==> config.mk <==
export PLATFORM = sky130hd
export DESIGN_NAME = mmi3_front
export DESIGN_NICKNAME = d
export VERILOG_FILES = /design/src/rtl/mmi3_simd_execute_core_macros.svh /design/src/rtl/mmi3_pkg.sv /design/src/rtl/mmi3_front.sv
export SDC_FILE = /design/constraint.sdc
export NUM_CORES = 1
export LEC_CHECK = 0
export ABC_AREA = 1
export BUFFER_PORTS_ARGS = -buffer_cell sky130_fd_sc_hd__clkbuf_2
export CAP_MARGIN = 10
export CORE_MARGIN = 2
export CORE_UTILIZATION = 25
export DETAILED_ROUTE_END_ITERATION = 6
export SYNTH_ARGS = -nofsm -noshare
export SYNTH_HDL_FRONTEND = slang
export SYNTH_SLANG_ARGS = --single-unit
export TNS_END_PERCENT = 5
==> constraint.sdc <==
create_clock -name clk -period 19.8 [get_ports clk]
set_input_delay 1.98 -clock clk [delete_from_list [all_inputs] [get_ports clk]]
set_output_delay 1.98 -clock clk [all_outputs]
set_load 0.02 [all_outputs]
==> src/rtl/mmi3_simd_execute_core_macros.svh <==
// Assertion helpers for the MMI3 execute core.
`ifndef MMI3_SIMD_EXECUTE_CORE_MACROS_SVH
`define MMI3_SIMD_EXECUTE_CORE_MACROS_SVH

// Check that a condition implies a consequence on the same edge.
`define MMI3_ASSERT_IMPL(label, clk, rst_n, cond, cons) \
	label: assert property (@(posedge clk) disable iff (!rst_n) (cond) |-> (cons)) \
		else $error("assertion failed");

// Check that a condition implies a consequence on the next edge.
`define MMI3_ASSERT_NEXT(label, clk, rst_n, cond, cons) \
	label: assert property (@(posedge clk) disable iff (!rst_n) (cond) |=> (cons)) \
		else $error("assertion failed");

`endif

==> src/rtl/mmi3_pkg.sv <==
package mmi3_pkg;

	localparam logic [4:0] OP_PMADDUW = 5'd0;
	localparam logic [4:0] OP_PMTHI   = 5'd8;
	localparam logic [4:0] OP_PMTLO   = 5'd9;
	localparam logic [4:0] OP_PINTEH  = 5'd10;
	localparam logic [4:0] OP_PMULTUW = 5'd12;
	localparam logic [4:0] OP_PDIVUW  = 5'd13;
	localparam logic [4:0] OP_PCPYUD  = 5'd14;
	localparam logic [4:0] OP_POR     = 5'd18;
	localparam logic [4:0] OP_PNOR    = 5'd19;
	localparam logic [4:0] OP_PEXCH   = 5'd26;
	localparam logic [4:0] OP_PCPYH   = 5'd27;
	localparam logic [4:0] OP_PEXCW   = 5'd30;

	// Decoded operation class.
	localparam logic [2:0] CL_PERM  = 3'd0;
	localparam logic [2:0] CL_MADD  = 3'd1;
	localparam logic [2:0] CL_MULT  = 3'd2;
	localparam logic [2:0] CL_DIV   = 3'd3;
	localparam logic [2:0] CL_MTHI  = 3'd4;
	localparam logic [2:0] CL_MTLO  = 3'd5;
	localparam logic [2:0] CL_BAD   = 3'd6;

	localparam int DivSteps = 32;

	typedef struct packed {
		logic [4:0]  req_type;
		logic [63:0] rs_low;
		logic [63:0] rs_high;
		logic [63:0] rt_low;
		logic [63:0] rt_high;
	} req_t;

	typedef struct packed {
		logic [63:0] rd_low;
		logic [63:0] rd_high;
		logic        rd_write;
		logic        status;
	} rsp_t;

	// Classified word held in the queue.
	typedef struct packed {
		logic [2:0]  cls;
		logic [63:0] rs_low;
		logic [63:0] rs_high;
		logic [63:0] rt_low;
		logic [63:0] rt_high;
		logic [63:0] perm_low;
		logic [63:0] perm_high;
	} op_t;

	function automatic logic [63:0] sext32(input logic [31:0] v);
		sext32 = {{32{v[31]}}, v};
	endfunction

	function automatic logic [63:0] inteh64(input logic [63:0] s, input logic [63:0] t);
		inteh64 = {s[47:32], t[47:32], s[15:0], t[15:0]};
	endfunction

	function automatic logic [63:0] exch64(input logic [63:0] t);
		exch64 = {t[63:48], t[31:16], t[47:32], t[15:0]};
	endfunction

	function automatic logic [63:0] cpyh64(input logic [63:0] t);
		cpyh64 = {4{t[15:0]}};
	endfunction

endpackage

==> src/rtl/mmi3_front.sv <==
module mmi3_front (
	input  logic            clk,
	input  logic            arst_n,
	input  logic            req_valid,
	output logic            req_ready,
	input  mmi3_pkg::req_t  req,
	output logic            q_valid,
	input  logic            q_ready,
	output mmi3_pkg::op_t   q_word
);

	// Two-entry queue.
	mmi3_pkg::op_t mem_q [2];
	logic          wp_q, rp_q;
	logic [1:0]    cnt_q;
	mmi3_pkg::op_t op;
	logic          push, pop;

	always_comb begin
		op.rs_low    = req.rs_low;
		op.rs_high   = req.rs_high;
		op.rt_low    = req.rt_low;
		op.rt_high   = req.rt_high;
		op.perm_low  = '0;
		op.perm_high = '0;
		op.cls       = mmi3_pkg::CL_PERM;
		unique case (req.req_type)
			mmi3_pkg::OP_PMADDUW: op.cls = mmi3_pkg::CL_MADD;
			mmi3_pkg::OP_PMULTUW: op.cls = mmi3_pkg::CL_MULT;
			mmi3_pkg::OP_PDIVUW:  op.cls = mmi3_pkg::CL_DIV;
			mmi3_pkg::OP_PMTHI:   op.cls = mmi3_pkg::CL_MTHI;
			mmi3_pkg::OP_PMTLO:   op.cls = mmi3_pkg::CL_MTLO;
			mmi3_pkg::OP_PINTEH: begin
				op.perm_low  = mmi3_pkg::inteh64(req.rs_low, req.rt_low);
				op.perm_high = mmi3_pkg::inteh64(req.rs_high, req.rt_high);
			end
			mmi3_pkg::OP_PCPYUD: begin
				op.perm_low  = req.rs_high;
				op.perm_high = req.rt_high;
			end
			mmi3_pkg::OP_POR: begin
				op.perm_low  = req.rs_low | req.rt_low;
				op.perm_high = req.rs_high | req.rt_high;
			end
			mmi3_pkg::OP_PNOR: begin
				op.perm_low  = ~(req.rs_low | req.rt_low);
				op.perm_high = ~(req.rs_high | req.rt_high);
			end
			mmi3_pkg::OP_PEXCH: begin
				op.perm_low  = mmi3_pkg::exch64(req.rt_low);
				op.perm_high = mmi3_pkg::exch64(req.rt_high);
			end
			mmi3_pkg::OP_PCPYH: begin
				op.perm_low  = mmi3_pkg::cpyh64(req.rt_low);
				op.perm_high = mmi3_pkg::cpyh64(req.rt_high);
			end
			mmi3_pkg::OP_PEXCW: begin
				op.perm_low  = {req.rt_high[31:0], req.rt_low[31:0]};
				op.perm_high = {req.rt_high[63:32], req.rt_low[63:32]};
			end
			default: op.cls = mmi3_pkg::CL_BAD;
		endcase
	end

	assign req_ready = (cnt_q != 2'd2);
	assign q_valid   = (cnt_q != 2'd0);
	assign push      = req_valid && req_ready;
	assign pop       = q_valid && q_ready;

	always_ff @(posedge clk) begin
		if (push) begin
			mem_q[wp_q] <= op;
		end
	end
	assign q_word = mem_q[rp_q];

	always_ff @(posedge clk or negedge arst_n) begin
		if (!arst_n) begin
			wp_q  <= 1'b0;
			rp_q  <= 1'b0;
			cnt_q <= 2'd0;
		end else begin
			if (push) wp_q <= ~wp_q;
			if (pop)  rp_q <= ~rp_q;
			cnt_q <= cnt_q + {1'b0, push} - {1'b0, pop};
		end
	end

endmodule

==> metrics.md <==
| Metric | Value |
|---|---|
| Result of the run | `completed` |
| Actual slew at the worst max-slew pin | `1.22 ns` |
| Antenna violations before repair | `35` |
| Clock network latency to the later pin of the worst-skew pair | `0.70 ns` |
| Maximum number of pins on one net before global-route repair | `153` |
| Residual DRC | `0` |
| Setup clock skew after layout | `0.0246 ns` |
| Most numerous cell in the Yosys netlist | `sky130_fd_sc_hd__nand2_1` |
| Half-perimeter wire length of the detailed placement result | `118000 um` |
| Number of distinct standard cells referenced by the synthesized netlist | `26` |
| Total Power | `6.30 mW` |
| Number of I/O pins | `654` |
| Setup violations, final | `0` |
| Worst R2R Path Depth | `6` |
| Top fanout value on the critical path | `81` |
| Overall routed net length | `158000 um` |
| Worst hold path stage count | `1` |
| Iteration-0 DRC Markers | `3270` |
| Register-to-Register Setup Slack | `15.96 ns` |
| Capturing element type of the critical path | `output pin` |
| Async set or reset register ratio after synthesis | `0.514%` |
| Maximum vdd ir drop | `0.139 mV` |
| Synthesized instance count | `3577` |
| Total of max-cap violations | `0` |
| Power per cell area | `148 nW/um^2` |
| Number of buffers added to fix hold violations after cts | `0` |
| Number of nets in the finished design | `4454` |
| Clock input transition at the sequential cells of the worst setup and hold paths | `0.05 ns` |
| Number of nets with antenna violations after detailed routing | `0` |
| Slew Limit Headroom | `18.4%` |
| Critical path data arrival time | `4.10 ns` |
| Number of detailed-routing iterations run before antenna repair | `6` |
| Fraction of layout cells with a size suffix above 1 | `20.0%` |
| Core Area | `137000 sq um` |
| Post-Syn Area per Cell | `9.67 sq um` |
| Share of the synthesized area in the top cell type | `67.2%` |
| Top cells by area, synth | `sky130_fd_sc_hd__edfxtp_1 (67%), sky130_fd_sc_hd__nand2_1 (19%), sky130_fd_sc_hd__nor2_1 (4.1%), sky130_fd_sc_hd__o21ai_0 (2.8%), sky130_fd_sc_hd__nand3_1 (1.5%)` |
| Yosys warning count | `0` |
| Setup Crit Path Kind | `flip-flop to output pin` |
| Fraction of the cycle the final worst path needs | `30.7%` |
| GRT Overall Usage | `21.7%` |
| Cell at the root of the clock tree | `sky130_fd_sc_hd__clkbuf_16` |
| Number of synthesized register bits | `778` |
| Initial cell density of the core | `25.2%` |
| Vias in the first global route | `26.2k` |
| Commonest cells in the synthesized netlist | `sky130_fd_sc_hd__nand2_1 (1709), sky130_fd_sc_hd__edfxtp_1 (774), sky130_fd_sc_hd__nor2_1 (381)` |
| Worst-case hold path end point | `cnt_q[0]$_DFF_PN0_` |
| Sequential cell area fraction in the yosys report | `67.5%` |
| Reg-to-reg critical path endpoint | `mem_q[1][323]$_DFFE_PP_` |
| Total Die Area | `141000 sq um` |
| Via count | `28.8k` |
| Number of synthesized flops with an enable pin | `774` |
| Die Span Y | `376 um` |
| Hold crit path type | `flip-flop to flip-flop` |
| Post-route minimum period | `6.08 ns` |
| Cell Rows | `136` |
| Worst endpoint required time | `17.82 ns` |
| Via/cell ratio | `4.76` |
| Fmax | `164 MHz` |
| Global-route wire length before repair | `211000 um` |
| Setup TNS | `0 ns` |
| Post-synth top area cell | `sky130_fd_sc_hd__edfxtp_1` |
| CTS tree | `done` |
| Area overhead of the layout relative to synthesis | `23.2%` |
| TritonCTS Buffers | `91` |
| Hold Fails Final Rpt | `0` |
| Critical Path Source Type | `flip-flop` |
| Wirelength per Cell | `26.1 um` |
| Remaining global-route overflow | `0` |
| GP Congestion | `0.951` |
| H-tree levels | `3` |
| Buffers added on ports | `653` |
| Worst flop-to-flop path startpoint | `cnt_q[1]$_DFF_PN0_` |
| Synthesized area | `34600 sq um` |
| Top flip-flop cell by instance count after synthesis | `sky130_fd_sc_hd__edfxtp_1` |
| Number of buffers on the longest clock path | `3` |
| Post-CTS resize count | `0` |
| Source of the worst hold timing path | `cnt_q[0]$_DFF_PN0_` |
| Syn nets | `3844` |
| Count of buffers added by post-CTS timing repair for setup | `0` |
| Unrepaired setup endpoints after global routing | `false` |
| Max-slew violation count | `0` |
| Clock Sinks | `778` |
| Leak Pwr | `18.7 nW` |
| Die W | `376 um` |
cells in the final DEF (no fill, tap or decap):
cell	netlist	routed
sky130_fd_sc_hd__inv_2	5	4
sky130_fd_sc_hd__xnor2_1	2	2
sky130_fd_sc_hd__nand2_1	1709	1709
sky130_fd_sc_hd__diode_2	0	14
sky130_fd_sc_hd__clkinv_8	0	1
sky130_fd_sc_hd__dfrtp_1	4	3
sky130_fd_sc_hd__clkbuf_16	0	94
sky130_fd_sc_hd__clkbuf_2	0	653
sky130_fd_sc_hd__clkinv_1	0	22
sky130_fd_sc_hd__or2_2	10	10
sky130_fd_sc_hd__o21ai_1	14	14
sky130_fd_sc_hd__nand3_1	107	105
sky130_fd_sc_hd__o21ai_2	1	1
sky130_fd_sc_hd__nand3_2	3	5
sky130_fd_sc_hd__clkinvlp_4	0	7
sky130_fd_sc_hd__clkinv_4	0	3
sky130_fd_sc_hd__nor2_1	381	377
sky130_fd_sc_hd__buf_4	7	28
sky130_fd_sc_hd__clkinv_2	0	15
sky130_fd_sc_hd__ha_1	2	2
sky130_fd_sc_hd__dfrtp_4	0	1
sky130_fd_sc_hd__bufinv_16	0	6
sky130_fd_sc_hd__buf_12	0	2
sky130_fd_sc_hd__o21a_1	7	7
sky130_fd_sc_hd__clkbuf_1	115	9
sky130_fd_sc_hd__inv_6	0	3
sky130_fd_sc_hd__o21ai_0	193	193
sky130_fd_sc_hd__nand4_1	25	25
sky130_fd_sc_hd__nor2_4	6	10
sky130_fd_sc_hd__inv_8	0	2
sky130_fd_sc_hd__nor3_1	6	6
sky130_fd_sc_hd__nand2_2	3	3
sky130_fd_sc_hd__edfxtp_1	774	774
sky130_fd_sc_hd__nor2_2	3	3
sky130_fd_sc_hd__inv_1	127	127
sky130_fd_sc_hd__a21oi_1	28	28
sky130_fd_sc_hd__xor2_1	1	1
critical path, stage by stage, from the launching register on:
cell                       delay, ns
sky130_fd_sc_hd__dfrtp_4        0.48
sky130_fd_sc_hd__buf_4          0.80
sky130_fd_sc_hd__buf_4          0.87
sky130_fd_sc_hd__buf_4          0.65
sky130_fd_sc_hd__nand2_1        0.12
sky130_fd_sc_hd__nand2_1        0.11
sky130_fd_sc_hd__clkbuf_2       0.17
stage by stage:
step           utilization (%)  std cells  hold slack, ns  worst slack (ns)  cell area [sq um]
6_report                  31.0       6063           0.539             13.72              42600
5_1_grt                   31.0       6050           0.581             13.46              42600
4_1_cts                   31.0       6049           0.537             13.68              42600
3_5_place_dp              28.9       5888           0.525             14.43              39700
3_3_place_gp              28.9       5888           0.510             14.55              39700
2_1_floorplan                -       3577           0.485             0.539              34600
worst max path at each step:
stage / from / end / slack [ns] / cells after the start
3_3_place_gp: req_valid / mem_q[1][281]$_DFFE_PP_ / 14.55 / 6
2_1_floorplan: req_valid / mem_q[1][0]$_DFFE_PP_ / 0.54 / 2
4_1_cts: rp_q$_DFFE_PN0P_ / q_word[284] / 13.68 / 6
5_1_grt: rp_q$_DFFE_PN0P_ / q_word[327] / 13.46 / 6
6_report: rp_q$_DFFE_PN0P_ / q_word[284] / 13.72 / 6
3_5_place_dp: req_valid / mem_q[1][281]$_DFFE_PP_ / 14.43 / 6
logic make-up after synthesis:
kind of cell    count (synthesis)  synth area share (%)
flops                         778                  67.5
xor+xnor                        3                0.0760
simple gates                 2253                  25.3
buf+inv                       298                  3.45
compound gates                243                  3.58
fa+ha+maj                       2                0.0723
layout make-up:
| type | count | area, sq um |
|---|---|---|
| inverter | 132 | 503 |
| multi-input combinational | 2501 | 10100 |
| clock inverter | 58 | 470 |
| antenna | 14 | 35.0 |
| timing repair buffer | 683 | 3520 |
| sequential | 778 | 23300 |
| tap | 1794 | 2240 |
| clock buffer | 103 | 2390 |
| fill | 14100 | 94700 |
power by group:
group / total, mW / leakage (nW) / switching, mW / internal, mW
registers: 2.35 / 7.30 / 0.0867 / 2.26
logic: 2.32 / 10.0 / 1.80 / 0.522
clock network: 1.63 / 1.39 / 0.693 / 0.941
total: 6.30 / 18.7 / 2.58 / 3.73
sequential cells by signal (all words and copies together) (netlist names):
name	cells
mem_q	774
cnt_q	2
rp_q	1
wp_q	1
per-layer routing:
metal,GRT usage [%],up-vias,share of wire [%]
met5,0,-,0.051
met4,8.60,14,4.2
met3,5.23,283,9.6
met2,35.1,1574,46
met1,27.9,14000,40
li1,-,13000,-
(Power assumes the default switching activity.)
